[src/rtl/core/bvph_pkg.sv]
// shared types, constants and functions of the bill validator poll host
package bvph_pkg;

    // event opcodes
    localparam logic [1:0] OP_RX_BYTE  = 2'd0;
    localparam logic [1:0] OP_TICK     = 2'd1;
    localparam logic [1:0] OP_DISABLE  = 2'd2;

    // configuration register indexes
    localparam logic [1:0] CFG_POLL_INTERVAL = 2'd0;
    localparam logic [1:0] CFG_DEVICE_ADDR   = 2'd1;
    localparam logic [1:0] CFG_ENABLE_MASK   = 2'd2;

    // configuration reset values
    localparam logic [15:0] POLL_INTERVAL_RST = 16'd200;
    localparam logic [7:0]  DEVICE_ADDR_RST   = 8'h03;
    localparam logic [47:0] ENABLE_MASK_RST   = 48'hFFFF_FFFF_FFFF;

    // link framing
    localparam logic [15:0] CRC_POLY   = 16'h8408;
    localparam logic [7:0]  SYNC_BYTE  = 8'h02;
    localparam logic [7:0]  LEN_SHORT  = 8'd6;
    localparam logic [7:0]  LEN_ENABLE = 8'd12;
    localparam logic [7:0]  LEN_MIN    = 8'd6;
    localparam logic [7:0]  RX_MAX     = 8'd255;

    // command codes sent to the validator
    localparam logic [7:0] CMD_ACK    = 8'h00;
    localparam logic [7:0] CMD_RESET  = 8'h30;
    localparam logic [7:0] CMD_POLL   = 8'h33;
    localparam logic [7:0] CMD_ENABLE = 8'h34;
    localparam logic [7:0] CMD_STACK  = 8'h35;

    // device status codes
    localparam logic [7:0] ST_IDLE      = 8'h00;
    localparam logic [7:0] ST_POWER_UP  = 8'h10;
    localparam logic [7:0] ST_DISABLED  = 8'h19;
    localparam logic [7:0] ST_ESCROW    = 8'h80;
    localparam logic [7:0] ST_STACKED   = 8'h81;
    localparam logic [7:0] ST_RETURNED  = 8'h82;

    // bound on bill type codes; only codes below it are credited
    localparam int BILL_TYPES = 8;

    // kind of outgoing transaction group
    typedef enum logic [1:0] {
        JOB_REPORT,
        JOB_SHORT,
        JOB_ENABLE
    } t_job_kind;

    // one unit of work handed from the event logic to the transmitter
    typedef struct packed {
        t_job_kind   kind;
        logic [7:0]  addr;
        logic [7:0]  cmd;
        logic [47:0] mask;
        logic        frame_done;
        logic        frame_ok;
        logic [7:0]  status;
        logic [12:0] credit;
    } t_job;

    // one byte through the reflected crc-16
    function automatic logic [15:0] crc_step(input logic [15:0] c_in, input logic [7:0] b);
        logic [15:0] c;
        c = c_in ^ {8'h00, b};
        for (int i = 0; i < 8; i++) begin
            c = c[0] ? ((c >> 1) ^ CRC_POLY) : (c >> 1);
        end
        return c;
    endfunction

    // money value of a bill type
    function automatic logic [12:0] bill_value(input logic [4:0] t);
        logic [12:0] v;
        case (t)
            5'd2:    v = 13'd10;
            5'd3:    v = 13'd50;
            5'd4:    v = 13'd100;
            5'd5:    v = 13'd500;
            5'd6:    v = 13'd1000;
            5'd7:    v = 13'd5000;
            default: v = 13'd0;
        endcase
        return v;
    endfunction

endpackage

[src/rtl/core/bvph_in_if.sv]
// event channel into the poll host
interface bvph_in_if;
    logic       valid;
    logic       ready;
    logic [1:0] opcode;
    logic [7:0] rx_byte;

    modport source(output valid, output opcode, output rx_byte, input ready);
    modport sink(input valid, input opcode, input rx_byte, output ready);
endinterface

[src/rtl/core/bvph_out_if.sv]
// result channel out of the poll host
interface bvph_out_if;
    logic        valid;
    logic        ready;
    logic        tx_valid;
    logic [7:0]  tx_byte;
    logic        tx_last;
    logic        frame_done;
    logic        frame_ok;
    logic [7:0]  device_status;
    logic [12:0] credit;

    modport source(output valid, output tx_valid, output tx_byte, output tx_last,
                   output frame_done, output frame_ok, output device_status,
                   output credit, input ready);
    modport sink(input valid, input tx_valid, input tx_byte, input tx_last,
                 input frame_done, input frame_ok, input device_status,
                 input credit, output ready);
endinterface

[src/rtl/core/bvph_event.sv]
// event logic: receive framing, crc check, poll timer and command choice
module bvph_event (
    input  logic                 i_clk,
    input  logic                 i_rst_n,
    bvph_in_if.sink              i_ev,
    input  logic [15:0]          i_poll_interval,
    input  logic [7:0]           i_device_addr,
    input  logic [47:0]          i_enable_mask,
    output bvph_pkg::t_job       o_job,
    output logic                 o_job_valid,
    input  logic                 i_job_take
);
    import bvph_pkg::*;

    logic [7:0]  r_count,     n_count;
    logic [7:0]  r_frame_len, n_frame_len;
    logic [15:0] r_crc,       n_crc;
    logic [7:0]  r_status,    n_status;
    logic [7:0]  r_bill,      n_bill;
    logic [7:0]  r_pending,   n_pending;
    logic [7:0]  r_last,      n_last;
    logic [15:0] r_tick,      n_tick;
    logic        r_job_valid, n_job_valid;
    t_job        r_job,       n_job;

    logic        accept;
    logic        has_job;
    logic [7:0]  cnt_inc;
    logic [15:0] crc_inc;
    logic [15:0] tick_inc;
    logic        done;
    logic        ok;

    assign i_ev.ready  = !r_job_valid || i_job_take;
    assign accept      = i_ev.valid && i_ev.ready;
    assign o_job       = r_job;
    assign o_job_valid = r_job_valid;

    // next state for one event
    always_comb begin
        n_count     = r_count;
        n_frame_len = r_frame_len;
        n_crc       = r_crc;
        n_status    = r_status;
        n_bill      = r_bill;
        n_pending   = r_pending;
        n_last      = r_last;
        n_tick      = r_tick;
        has_job     = 1'b0;
        done        = 1'b0;
        ok          = 1'b0;
        cnt_inc     = r_count + 8'd1;
        crc_inc     = crc_step(r_crc, i_ev.rx_byte);
        tick_inc    = r_tick + 16'd1;
        n_job.kind       = JOB_REPORT;
        n_job.addr       = i_device_addr;
        n_job.cmd        = CMD_POLL;
        n_job.mask       = i_enable_mask;
        n_job.frame_done = 1'b0;
        n_job.frame_ok   = 1'b0;
        n_job.status     = r_last;
        n_job.credit     = 13'd0;

        unique case (i_ev.opcode)
            OP_RX_BYTE: begin
                // receive byte, dropped while hunting for sync
                if (r_count != 8'd0 || i_ev.rx_byte == SYNC_BYTE) begin
                    n_crc   = crc_inc;
                    n_count = cnt_inc;
                    if (r_count == 8'd2) begin
                        n_frame_len = i_ev.rx_byte;
                    end else if (r_count == 8'd3) begin
                        n_status = i_ev.rx_byte;
                    end else if (r_count == 8'd4) begin
                        n_bill = i_ev.rx_byte;
                    end
                    // end of frame checks
                    if (cnt_inc == 8'd5 && n_frame_len < LEN_MIN) begin
                        done = 1'b1;
                    end else if (cnt_inc >= LEN_MIN && cnt_inc == n_frame_len) begin
                        done = 1'b1;
                        ok   = (crc_inc == 16'd0);
                    end else if (cnt_inc == RX_MAX) begin
                        done = 1'b1;
                    end
                    if (done) begin
                        n_count          = 8'd0;
                        n_crc            = 16'd0;
                        has_job          = 1'b1;
                        n_job.frame_done = 1'b1;
                        n_job.frame_ok   = ok;
                        if (ok) begin
                            // ack only when the last reply asked for no command
                            if (r_pending == ST_IDLE) begin
                                n_job.kind = JOB_SHORT;
                                n_job.cmd  = CMD_ACK;
                            end
                            n_last = n_status;
                            if (n_status == ST_POWER_UP || n_status == ST_DISABLED ||
                                n_status == ST_ESCROW || n_status == ST_RETURNED) begin
                                n_pending = n_status;
                            end else begin
                                n_pending = ST_IDLE;
                            end
                            if (n_status == ST_STACKED && n_bill < 8'(BILL_TYPES)) begin
                                n_job.credit = bill_value(n_bill[4:0]);
                            end
                            n_job.status = n_status;
                        end
                    end
                end
            end
            OP_TICK: begin
                // poll timer
                if (tick_inc >= i_poll_interval) begin
                    n_tick  = 16'd0;
                    has_job = 1'b1;
                    if (r_pending == ST_DISABLED) begin
                        n_job.kind = JOB_ENABLE;
                        n_job.cmd  = CMD_ENABLE;
                    end else begin
                        n_job.kind = JOB_SHORT;
                        if (r_pending == ST_POWER_UP) begin
                            n_job.cmd = CMD_RESET;
                        end else if (r_pending == ST_ESCROW) begin
                            n_job.cmd = CMD_STACK;
                        end else begin
                            n_job.cmd = CMD_POLL;
                        end
                    end
                end else begin
                    n_tick = tick_inc;
                end
            end
            OP_DISABLE: begin
                // enable with every bill type masked off
                has_job    = 1'b1;
                n_job.kind = JOB_ENABLE;
                n_job.cmd  = CMD_ENABLE;
                n_job.mask = 48'd0;
            end
            default: begin
            end
        endcase

        if (accept && has_job) begin
            n_job_valid = 1'b1;
        end else if (i_job_take) begin
            n_job_valid = 1'b0;
        end else begin
            n_job_valid = r_job_valid;
        end
    end

    // state registers
    always_ff @(posedge i_clk) begin
        if (!i_rst_n) begin
            r_count     <= 8'd0;
            r_frame_len <= 8'd0;
            r_crc       <= 16'd0;
            r_status    <= 8'd0;
            r_bill      <= 8'd0;
            r_pending   <= ST_IDLE;
            r_last      <= 8'd0;
            r_tick      <= 16'd0;
            r_job_valid <= 1'b0;
        end else begin
            r_job_valid <= n_job_valid;
            if (accept) begin
                r_count     <= n_count;
                r_frame_len <= n_frame_len;
                r_crc       <= n_crc;
                r_status    <= n_status;
                r_bill      <= n_bill;
                r_pending   <= n_pending;
                r_last      <= n_last;
                r_tick      <= n_tick;
            end
        end
    end

    // job payload
    always_ff @(posedge i_clk) begin
        if (accept && has_job) begin
            r_job <= n_job;
        end
    end

endmodule

[src/rtl/core/bvph_tx.sv]
// transmitter: turns a job into result transactions with crc appended
module bvph_tx (
    input  logic            i_clk,
    input  logic            i_rst_n,
    input  bvph_pkg::t_job  i_job,
    input  logic            i_job_valid,
    output logic            o_job_take,
    bvph_out_if.source      o_tx
);
    import bvph_pkg::*;

    t_job        r_job;
    logic        r_busy;
    logic [3:0]  r_idx;
    logic [15:0] r_crc;

    logic        r_out_valid;
    logic        r_tx_valid;
    logic [7:0]  r_tx_byte;
    logic        r_tx_last;
    logic        r_frame_done;
    logic        r_frame_ok;
    logic [7:0]  r_status;
    logic [12:0] r_credit;

    logic [3:0]  len;
    logic [7:0]  cur_byte;
    logic        is_data;
    logic        is_last;
    logic        advance;
    logic        emit;

    // byte at the current frame position
    always_comb begin
        unique case (r_job.kind)
            JOB_REPORT: len = 4'd1;
            JOB_SHORT:  len = LEN_SHORT[3:0];
            JOB_ENABLE: len = LEN_ENABLE[3:0];
            default:    len = 4'd1;
        endcase
        is_last  = (r_idx == len - 4'd1);
        is_data  = (r_job.kind != JOB_REPORT) && (r_idx < len - 4'd2);
        cur_byte = 8'h00;
        if (r_job.kind == JOB_REPORT) begin
            cur_byte = 8'h00;
        end else if (r_idx == len - 4'd1) begin
            cur_byte = r_crc[15:8];
        end else if (r_idx == len - 4'd2) begin
            cur_byte = r_crc[7:0];
        end else begin
            case (r_idx)
                4'd0:    cur_byte = SYNC_BYTE;
                4'd1:    cur_byte = r_job.addr;
                4'd2:    cur_byte = (r_job.kind == JOB_ENABLE) ? LEN_ENABLE : LEN_SHORT;
                4'd3:    cur_byte = r_job.cmd;
                4'd4:    cur_byte = r_job.mask[47:40];
                4'd5:    cur_byte = r_job.mask[39:32];
                4'd6:    cur_byte = r_job.mask[31:24];
                4'd7:    cur_byte = r_job.mask[23:16];
                4'd8:    cur_byte = r_job.mask[15:8];
                4'd9:    cur_byte = r_job.mask[7:0];
                default: cur_byte = 8'h00;
            endcase
        end
    end

    assign advance    = !r_out_valid || o_tx.ready;
    assign emit       = r_busy && advance;
    assign o_job_take = i_job_valid && (!r_busy || (emit && is_last));

    // sequencing through the frame
    always_ff @(posedge i_clk) begin
        if (!i_rst_n) begin
            r_busy <= 1'b0;
        end else if (o_job_take) begin
            r_busy <= 1'b1;
        end else if (emit && is_last) begin
            r_busy <= 1'b0;
        end
    end

    always_ff @(posedge i_clk) begin
        if (o_job_take) begin
            r_job <= i_job;
            r_idx <= 4'd0;
            r_crc <= 16'd0;
        end else if (emit) begin
            r_idx <= r_idx + 4'd1;
            if (is_data) begin
                r_crc <= crc_step(r_crc, cur_byte);
            end
        end
    end

    // output register
    always_ff @(posedge i_clk) begin
        if (!i_rst_n) begin
            r_out_valid <= 1'b0;
        end else if (emit) begin
            r_out_valid <= 1'b1;
        end else if (o_tx.ready) begin
            r_out_valid <= 1'b0;
        end
    end

    always_ff @(posedge i_clk) begin
        if (emit) begin
            r_tx_valid   <= (r_job.kind != JOB_REPORT);
            r_tx_byte    <= cur_byte;
            r_tx_last    <= is_last;
            r_frame_done <= (r_idx == 4'd0) && r_job.frame_done;
            r_frame_ok   <= (r_idx == 4'd0) && r_job.frame_ok;
            r_status     <= r_job.status;
            r_credit     <= (r_idx == 4'd0) ? r_job.credit : 13'd0;
        end
    end

    assign o_tx.valid         = r_out_valid;
    assign o_tx.tx_valid      = r_tx_valid;
    assign o_tx.tx_byte       = r_tx_byte;
    assign o_tx.tx_last       = r_tx_last;
    assign o_tx.frame_done    = r_frame_done;
    assign o_tx.frame_ok      = r_frame_ok;
    assign o_tx.device_status = r_status;
    assign o_tx.credit        = r_credit;

endmodule

[src/rtl/core/bill_validator_poll_host.sv]
// Host controller for a bill-validator serial link. Each event transaction (received byte,
// millisecond tick, disable request) is handled in the cycle it is accepted; a new event can
// be taken every cycle while the one-entry job register is free or being drained. An event
// that produces output yields one result transaction per outgoing byte (6 for ACK and short
// commands, 12 for ENABLE, crc included) or a single report transaction with tx_valid low;
// the transmitter emits one result per cycle while o_tx is ready, so the sustained rate is set
// by the result count. Quiet events give no results. Configuration writes take effect
// at once and belong to idle periods.
module bill_validator_poll_host (
    input  logic         i_clk,
    input  logic         i_rst_n,
    bvph_in_if.sink      i_ev,
    bvph_out_if.source   o_tx,
    input  logic         i_cfg_we,
    input  logic [1:0]   i_cfg_idx,
    input  logic [47:0]  i_cfg_wdata
);
    import bvph_pkg::*;

    logic [15:0] r_poll_interval;
    logic [7:0]  r_device_addr;
    logic [47:0] r_enable_mask;

    t_job        job;
    logic        job_valid;
    logic        job_take;

    // configuration registers
    always_ff @(posedge i_clk) begin
        if (!i_rst_n) begin
            r_poll_interval <= POLL_INTERVAL_RST;
            r_device_addr   <= DEVICE_ADDR_RST;
            r_enable_mask   <= ENABLE_MASK_RST;
        end else if (i_cfg_we) begin
            case (i_cfg_idx)
                CFG_POLL_INTERVAL: r_poll_interval <= i_cfg_wdata[15:0];
                CFG_DEVICE_ADDR:   r_device_addr   <= i_cfg_wdata[7:0];
                CFG_ENABLE_MASK:   r_enable_mask   <= i_cfg_wdata;
                default: begin
                end
            endcase
        end
    end

    // event handling
    bvph_event u_event (
        .i_clk           (i_clk),
        .i_rst_n         (i_rst_n),
        .i_ev            (i_ev),
        .i_poll_interval (r_poll_interval),
        .i_device_addr   (r_device_addr),
        .i_enable_mask   (r_enable_mask),
        .o_job           (job),
        .o_job_valid     (job_valid),
        .i_job_take      (job_take)
    );

    // frame transmitter
    bvph_tx u_tx (
        .i_clk       (i_clk),
        .i_rst_n     (i_rst_n),
        .i_job       (job),
        .i_job_valid (job_valid),
        .o_job_take  (job_take),
        .o_tx        (o_tx)
    );

endmodule
[src/flat_wrapper.sv]
// flat-port wrapper written by rule: the top's interface ports become plain ports
module bill_validator_poll_host_flat import bvph_pkg::*;
  (i_clk, i_rst_n, i_cfg_we, i_cfg_idx, i_cfg_wdata, i_ev_valid, i_ev_opcode, i_ev_rx_byte, i_ev_ready, o_tx_valid, o_tx_tx_valid, o_tx_tx_byte, o_tx_tx_last, o_tx_frame_done, o_tx_frame_ok, o_tx_device_status, o_tx_credit, o_tx_ready);
  bvph_in_if i_ev_i ();
  bvph_out_if o_tx_i ();
  input  logic i_clk;
  input  logic i_rst_n;
  input  logic i_cfg_we;
  input  logic [1:0] i_cfg_idx;
  input  logic [47:0] i_cfg_wdata;
  input wire logic [$bits(i_ev_i.valid)-1:0] i_ev_valid;
  input wire logic [$bits(i_ev_i.opcode)-1:0] i_ev_opcode;
  input wire logic [$bits(i_ev_i.rx_byte)-1:0] i_ev_rx_byte;
  output wire logic [$bits(i_ev_i.ready)-1:0] i_ev_ready;
  output wire logic [$bits(o_tx_i.valid)-1:0] o_tx_valid;
  output wire logic [$bits(o_tx_i.tx_valid)-1:0] o_tx_tx_valid;
  output wire logic [$bits(o_tx_i.tx_byte)-1:0] o_tx_tx_byte;
  output wire logic [$bits(o_tx_i.tx_last)-1:0] o_tx_tx_last;
  output wire logic [$bits(o_tx_i.frame_done)-1:0] o_tx_frame_done;
  output wire logic [$bits(o_tx_i.frame_ok)-1:0] o_tx_frame_ok;
  output wire logic [$bits(o_tx_i.device_status)-1:0] o_tx_device_status;
  output wire logic [$bits(o_tx_i.credit)-1:0] o_tx_credit;
  input wire logic [$bits(o_tx_i.ready)-1:0] o_tx_ready;
  assign i_ev_i.valid = i_ev_valid;
  assign i_ev_i.opcode = i_ev_opcode;
  assign i_ev_i.rx_byte = i_ev_rx_byte;
  assign i_ev_ready = i_ev_i.ready;
  assign o_tx_valid = o_tx_i.valid;
  assign o_tx_tx_valid = o_tx_i.tx_valid;
  assign o_tx_tx_byte = o_tx_i.tx_byte;
  assign o_tx_tx_last = o_tx_i.tx_last;
  assign o_tx_frame_done = o_tx_i.frame_done;
  assign o_tx_frame_ok = o_tx_i.frame_ok;
  assign o_tx_device_status = o_tx_i.device_status;
  assign o_tx_credit = o_tx_i.credit;
  assign o_tx_i.ready = o_tx_ready;
  bill_validator_poll_host u_core (.i_clk(i_clk), .i_rst_n(i_rst_n), .i_ev(i_ev_i), .o_tx(o_tx_i), .i_cfg_we(i_cfg_we), .i_cfg_idx(i_cfg_idx), .i_cfg_wdata(i_cfg_wdata));
endmodule
[config.mk]
export PLATFORM = sky130hd
export DESIGN_NAME = bill_validator_poll_host_flat
export DESIGN_NICKNAME = d
export VERILOG_FILES = /design/src/rtl/core/bvph_pkg.sv /design/src/rtl/core/bvph_in_if.sv /design/src/rtl/core/bvph_out_if.sv /design/src/rtl/core/bvph_event.sv /design/src/rtl/core/bvph_tx.sv /design/src/rtl/core/bill_validator_poll_host.sv /design/src/flat_wrapper.sv
export SDC_FILE = /design/constraint.sdc
export NUM_CORES = 1
export LEC_CHECK = 0
export BUFFER_PORTS_ARGS = -buffer_cell sky130_fd_sc_hd__clkbuf_2
export CORE_MARGIN = 5
export CORE_UTILIZATION = 60
export DETAILED_ROUTE_END_ITERATION = 7
export PLACE_DENSITY = 0.79
export SYNTH_ARGS = -nofsm -noshare
export SYNTH_HDL_FRONTEND = slang
export SYNTH_SLANG_ARGS = --single-unit
[constraint.sdc]
create_clock -name i_clk -period 25.9 [get_ports i_clk]
set_input_delay 2.59 -clock i_clk [delete_from_list [all_inputs] [get_ports i_clk]]
set_output_delay 2.59 -clock i_clk [all_outputs]
set_load 0.01 [all_outputs]
-- After elaboration in Yosys (flattened, before gate mapping)
Index checks and enable logic that the tools add are counted.
- register bits after elaboration: 386
- bits of input ports: 65
- output and inout port bits: 35
- logic and storage cells: 226
- add/sub/neg operators: 5
- $lt $le $gt $ge: 5
- equality and inequality tests: 38
- mux-type cells: 79
- bitwise logic cells: 18
- reduce and logical (&&, ||, !) cells: 42
- operator list (operator ; count):
    2-to-1 mux 16 bit ; 18
    2-to-1 mux 8 bit ; 17
    one-hot mux 8 bit (10 select lines) ; 1
    one-hot mux 13 bit (6 select lines) ; 1
    2-to-1 mux 21 bit ; 3
    NOT 2 -> 3 bit ; 16
    == test 8 bit, second input constant ; 5
    == test 8 x 5 -> 1 bit, second input constant ; 4
    XOR 16 x 8 -> 16 bit ; 2
    == test 8 x 2 -> 1 bit, second input constant ; 3
    2-to-1 mux 6 bit ; 4
    one-hot mux 8 bit (3 select lines) ; 1
    2-to-1 mux 23 bit ; 1
    2-to-1 mux 1 bit ; 22
    == test 5 x 3 -> 1 bit, second input constant ; 4
    adder 16 x 1 -> 16 bit, second input constant ; 1
    == test 4 x 3 -> 1 bit, second input constant ; 4
    == test 8 x 3 -> 1 bit, second input constant ; 2
    greater-or-equal comparator 16 bit ; 1
    logical NOT 16 bit ; 1
    2-to-1 mux 13 bit ; 1
    2-to-1 mux 3 bit ; 4
    AND reduction 2 bit ; 6
    logical AND 1 bit ; 11
    30 further kinds ; 54

-- Logic depth before layout (Yosys ltp)
- word-level depth: 26
- mapped depth: 14
- gate-level depth less buffers: 13

-- By module
From an unflattened synthesis, not the netlist that was laid out.
- cells, all modules: 1558
- area total of the unflattened synthesis: 17516.8 µm²
- modules (own cells, without submodules) (module ; times used ; cells each ; area an instance (µm²) ; seq. area each (µm²)):
    bvph_event ; 1 ; 799 ; 8120.3 ; 4053.9
    bvph_tx ; 1 ; 441 ; 6115.9 ; 4103.9
    bill_validator_poll_host ; 1 ; 318 ; 3280.6 ; 1441.4

-- Worst setup path before layout
OpenSTA, ideal clock, no wires.
- kind: input -> register
- start point: in i_ev_rx_byte[5]
- end point: reg u_core.u_event.r_job, in the netlist u_core.u_event.o_job[12], enable pin
- library setup time: 620 ps
- arrival: 10039 ps
- slack: 15241 ps
- cell stages on the path: 8
- cells stage by stage: buf_2 > or4_1 > a2111o_1 > a211oi_1 > a211o_1 > buf_2 > a221oi_1 > nor3_1
- word-level cells in the longest chain between the ends: 13
- elaborated cells on any way between the ends: 17
- RTL lines (item ; RTL line ; RTL):
    from (decl) ; flat_wrapper.sv:13 ; input wire logic [$bits(i_ev_i.rx_byte)-1:0] i_ev_rx_byte;
    branches (longest 10 deep; another with < comparator 8 x 3 -> 1 bit) ; n/a ;
    2-to-1 mux 1 bit (*) ; bvph_event.sv:67 ; if (r_count != 8'd0 || i_ev.rx_byte == SYNC_BYTE) begin
    one-hot mux 1 bit (3 select lines) (*) ; bvph_event.sv:64 ; unique case (i_ev.opcode)
    logical AND 1 bit (*) ; bvph_event.sv:184 ; if (accept && has_job) begin
    to (signal assigned) ; bvph_event.sv:185 ; r_job <= n_job;
    to (decl) ; bvph_event.sv:24 ; t_job r_job, n_job;
Every way passes the cells marked *. The select of a mux whose other input is x is not followed.
A chain may end at the register's enable or synchronous reset.

-- Worst setup path after layout
- start point: in o_tx_ready
- end point: out i_ev_ready
- word-level cells in the longest chain between the ends: 6
- RTL lines (item ; RTL line ; RTL):
    from (decl) ; flat_wrapper.sv:23 ; input wire logic [$bits(o_tx_i.ready)-1:0] o_tx_ready;
    logical OR 1 bit ; bvph_tx.sv:67 ; assign advance = !r_out_valid || o_tx.ready;
    logical AND 1 bit ; bvph_tx.sv:68 ; assign emit = r_busy && advance;
    logical AND 1 bit ; bvph_tx.sv:69 ; assign o_job_take = i_job_valid && (!r_busy || (emit && is_last));
    logical OR 1 bit ; bvph_tx.sv:69 ;
    logical AND 1 bit ; bvph_tx.sv:69 ;
    logical OR 1 bit ; bvph_event.sv:34 ; assign i_ev.ready = !r_job_valid || i_job_take;
    to (decl) ; flat_wrapper.sv:14 ; output wire logic [$bits(i_ev_i.ready)-1:0] i_ev_ready;
No other way between the ends.

==> results.md <==
- Top area cells in the synthesized netlist: sky130_fd_sc_hd__edfxtp_1, sky130_fd_sc_hd__dfxtp_1, sky130_fd_sc_hd__nand2_1
- Top cells by instance count after synthesis: sky130_fd_sc_hd__nand2_1, sky130_fd_sc_hd__edfxtp_1, sky130_fd_sc_hd__dfxtp_1, sky130_fd_sc_hd__nand3_1, sky130_fd_sc_hd__a21oi_1
- Vias after detailed routing: 11510
- Layout cell share with drive strength beyond 1: 0.1318
- CP max-delay cell: sky130_fd_sc_hd__or2_2
- Net total in the final layout: 1690
- CP startpoint: o_tx_ready
- Total wirelength of the detailed-routed design: 34240 um
- TritonCTS clock tree: built
- Result of the run: finished clean
- Antenna violations before repair: 1
- Total leakage power: 6.772 nW
- Routed length per placed instance: roughly 17 um
- Unrepaired setup endpoints after global routing: no
- Post-layout worst setup margin: between 15 and 20 ns
- Die height: ~170 um
- Share of the synthesized area in the top cell type: 0.3529
- DRC violations left: 0
- Depth of the worst register-to-register path: 11
- CP delay by family, top: simple AND/OR/NAND/NOR gates
- H-tree depth: 2
- Yosys warns: 0
- HP Start: u_core.u_event.o_job[88]
- Maximum fanout along the worst path: 7
- Top flip-flop cell by instance count after synthesis: sky130_fd_sc_hd__edfxtp_1
- Number of vias per cell after detailed routing: 5.882
- Worst clock skew: about 0.016 ns
- Area growth, synth to finish: 11.56%
- Crit path buf inv count: 2
- Number of buffers inserted for hold repair after clock tree synthesis: 0
- Effective utilization at floorplan: 0.6064
- Final count of hold timing violations: 0
- Boundary Pins: 100
- Critical Path Stages: 5
- Buffer levels on the longest clock path: 3
- Worst hold-check path type: flip-flop to flip-flop
- Floorplan die area: around 0.03 mm^2
- Post-synthesis area per instance: between 10 and 15 um^2
- Total Negative Setup Slacks: 0 ns
- Setup violations, final: 0
- Post-layout power: ~1.5 mW
- Final instance count without filler cells: a little under 2000
- Register-to-register setup slack: roughly 21 ns
- Core region area: 0.02680 mm^2
- Pin slew with the least headroom to its limit: ~1.1 ns
- Via count of the first global-routing pass: 11310
- Setup bufs post-CTS: 0
- Max_cap viols: 0
- Total global routing track utilization: 0.2239
- Endpoint type of the worst setup path: output port
- Pre-CTS setup slack: 19.51 ns
- Cell chain of the critical path: clkbuf_2 > nor2b_1 > o21ai_0 > or2_2 > clkbuf_2
- Global placement routability congestion: just over 0.9
- Synth async-reset ratio: 0
- Clk pin slew, worst setup/hold paths: 0.06 ns
- Final worst hold slack: 0.4108 ns
- Most frequent cell on the critical path: sky130_fd_sc_hd__clkbuf_2
- Reg2reg start: u_core.u_event.r_count[0]
- Max frequency: roughly 160 MHz
- Worst path arrival time: 3.78 ns
- Most area-hungry cell type in the Yosys netlist: sky130_fd_sc_hd__edfxtp_1
- Shortest period the worst path allows: approximately 6.4 ns
- Initial drt markers: 997
- Max incr delay on CP: 0.42 ns
- Type of origin of the critical path: input port
- Count of buffers inserted at the top-level ports: 96
- # diodes: 0
- Placed Instances: 1887
- TritonCTS Sinks: 366
- Number of filler instances in the final layout: 1995
- Maximum number of pins on one net before global-route repair: 89
- Post-detailed-route count of antenna-violating nets: 0
- TritonCTS Buffers: 38
- Max-slew violation count: 0
- Flip-flop and latch count after synthesis: between 300 and 400
- Capturing instance or port of the critical path: i_ev_ready
- Total congestion overflow after global routing: 0
- Die width: approximately 170 um
- Site Rows: 60
- First-pass DRT Iterations: 7
- Clock insertion delay at the later pin of the skew report: 0.53 ns
- Endpoint of the worst register-to-register path: u_core.u_event.o_job[23]
- Post-route fraction of the period consumed by the critical path: 0.2461
- Instance count of the mapped netlist: 1530
- Class of the most critical setup path: input port to output port
- Number of instances resized during post-cts repair: 0
- Wire length of the first global-routing pass: about 57000 um
- Max rail drop VDD: 0.04728 mV
- Cell Area, Synth: 0.01625 mm^2
- Most repeated cell in the gate-level netlist after synthesis: sky130_fd_sc_hd__nand2_1
- Cell Pwr Density: 81.00 mW/mm^2
- Number of synthesized flops with an enable pin: 191
- Clock tree root driver cell: sky130_fd_sc_hd__clkbuf_16
- Max-slew headroom at the worst pin: 0.2633
- Count of different cell masters after synthesis: 78
- Req. time, crit path: 23.31 ns
- Sequential cell area fraction in the yosys report: 0.5684
- Post-detailed-placement half-perimeter wirelength: between 20000 and 25000 um
## registers in the layout (all words and copies together), names as in the netlist, 9 cells and up
name / count
u_core.u_event.o_job: 81
u_core.u_tx.r_job: 81
u_core.r_enable_mask: 48
u_core.r_poll_interval: 16
u_core.u_event.r_crc: 16
u_core.u_event.r_tick: 16
u_core.u_tx.r_crc: 16
u_core.u_tx.o_tx.credit: 9
## layer usage
metal / GRT usage / vias to the layer above / wire, um
met1: 0.3164 / 5507 / 15230
met4: 0.06350 / 2 / 844
met2: 0.3624 / 375 / 16010
met3: 0.03656 / 75 / 2132
li1: - / 5553 / -
met5: 0 / - / 20
## power breakdown
group	leakage (nW)	switching (mW)	internal, mW
sequential	3.12	0.0223	0.642
clock	0.617	0.222	0.317
combinational	3.03	0.160	0.104
total	6.77	0.404	1.06
## layout make-up
| class | instances | area [um^2] | share of cell area |
|---|---|---|---|
| Clock buffer | 50 | 1047 | 0.05776 |
| Clock inverter | 20 | 200.2 | 0.01104 |
| Inverter | 42 | 158.9 | 0.008763 |
| Multi-Input combinational cell | 1029 | 6482 | 0.3575 |
| Sequential cell | 366 | 9239 | 0.5095 |
| Tap cell | 341 | 426.7 | 0.02353 |
| Timing Repair Buffer | 109 | 578.1 | 0.03188 |
## layout by cell type (no fill, tap or decap), drive strengths merged, types with 24 or more instances in the layout
cell    count
dfxtp     175
ha         39
xor2       24
xnor2      45
nor3       27
mux2i      45
edfxtp    191
nor2       70
nand3      92
o21ai      36
nand2     230
or3        25
clkbuf    146
nor2b      55
a21oi      80
inv        43
## kinds of logic after synthesis
group | after synthesis | share of synthesized area
AOI/OAI and AO/OA | 232 | 0.09323
xor gates and xnor gates | 69 | 0.03926
adders and majority gates | 39 | 0.03002
buffers and inverters | 137 | 0.03441
DFF | 366 | 0.5684
muxes | 62 | 0.03972
other | 1 | 0.0002307
and+or+nand+nor | 624 | 0.1947
## worst min path at each step
| stage | to | slack (ns) | cells past startpoint |
|---|---|---|---|
| finish | u_core.u_tx.r_job[88] | 0.41 | 0 |
| global route | u_core.u_tx.r_job[88] | 0.42 | 0 |
| CTS | u_core.u_tx.r_job[26] | 0.41 | 0 |
| detailed placement | u_core.u_tx.r_job[5] | 0.40 | 0 |
| global placement | u_core.u_tx.r_job[59] | 0.40 | 0 |
| floorplan | u_core.u_tx.o_tx.device_status[0] | 0.40 | 0 |
## metrics by stage
stage,instance area [um^2],utilization
after floorplan,16260,-
after global placement,16880,0.6300
after detailed placement,16880,0.6300
after CTS,18130,0.6766
after global routing,18130,0.6766
final,18130,0.6766
(Power assumes the default switching activity.)
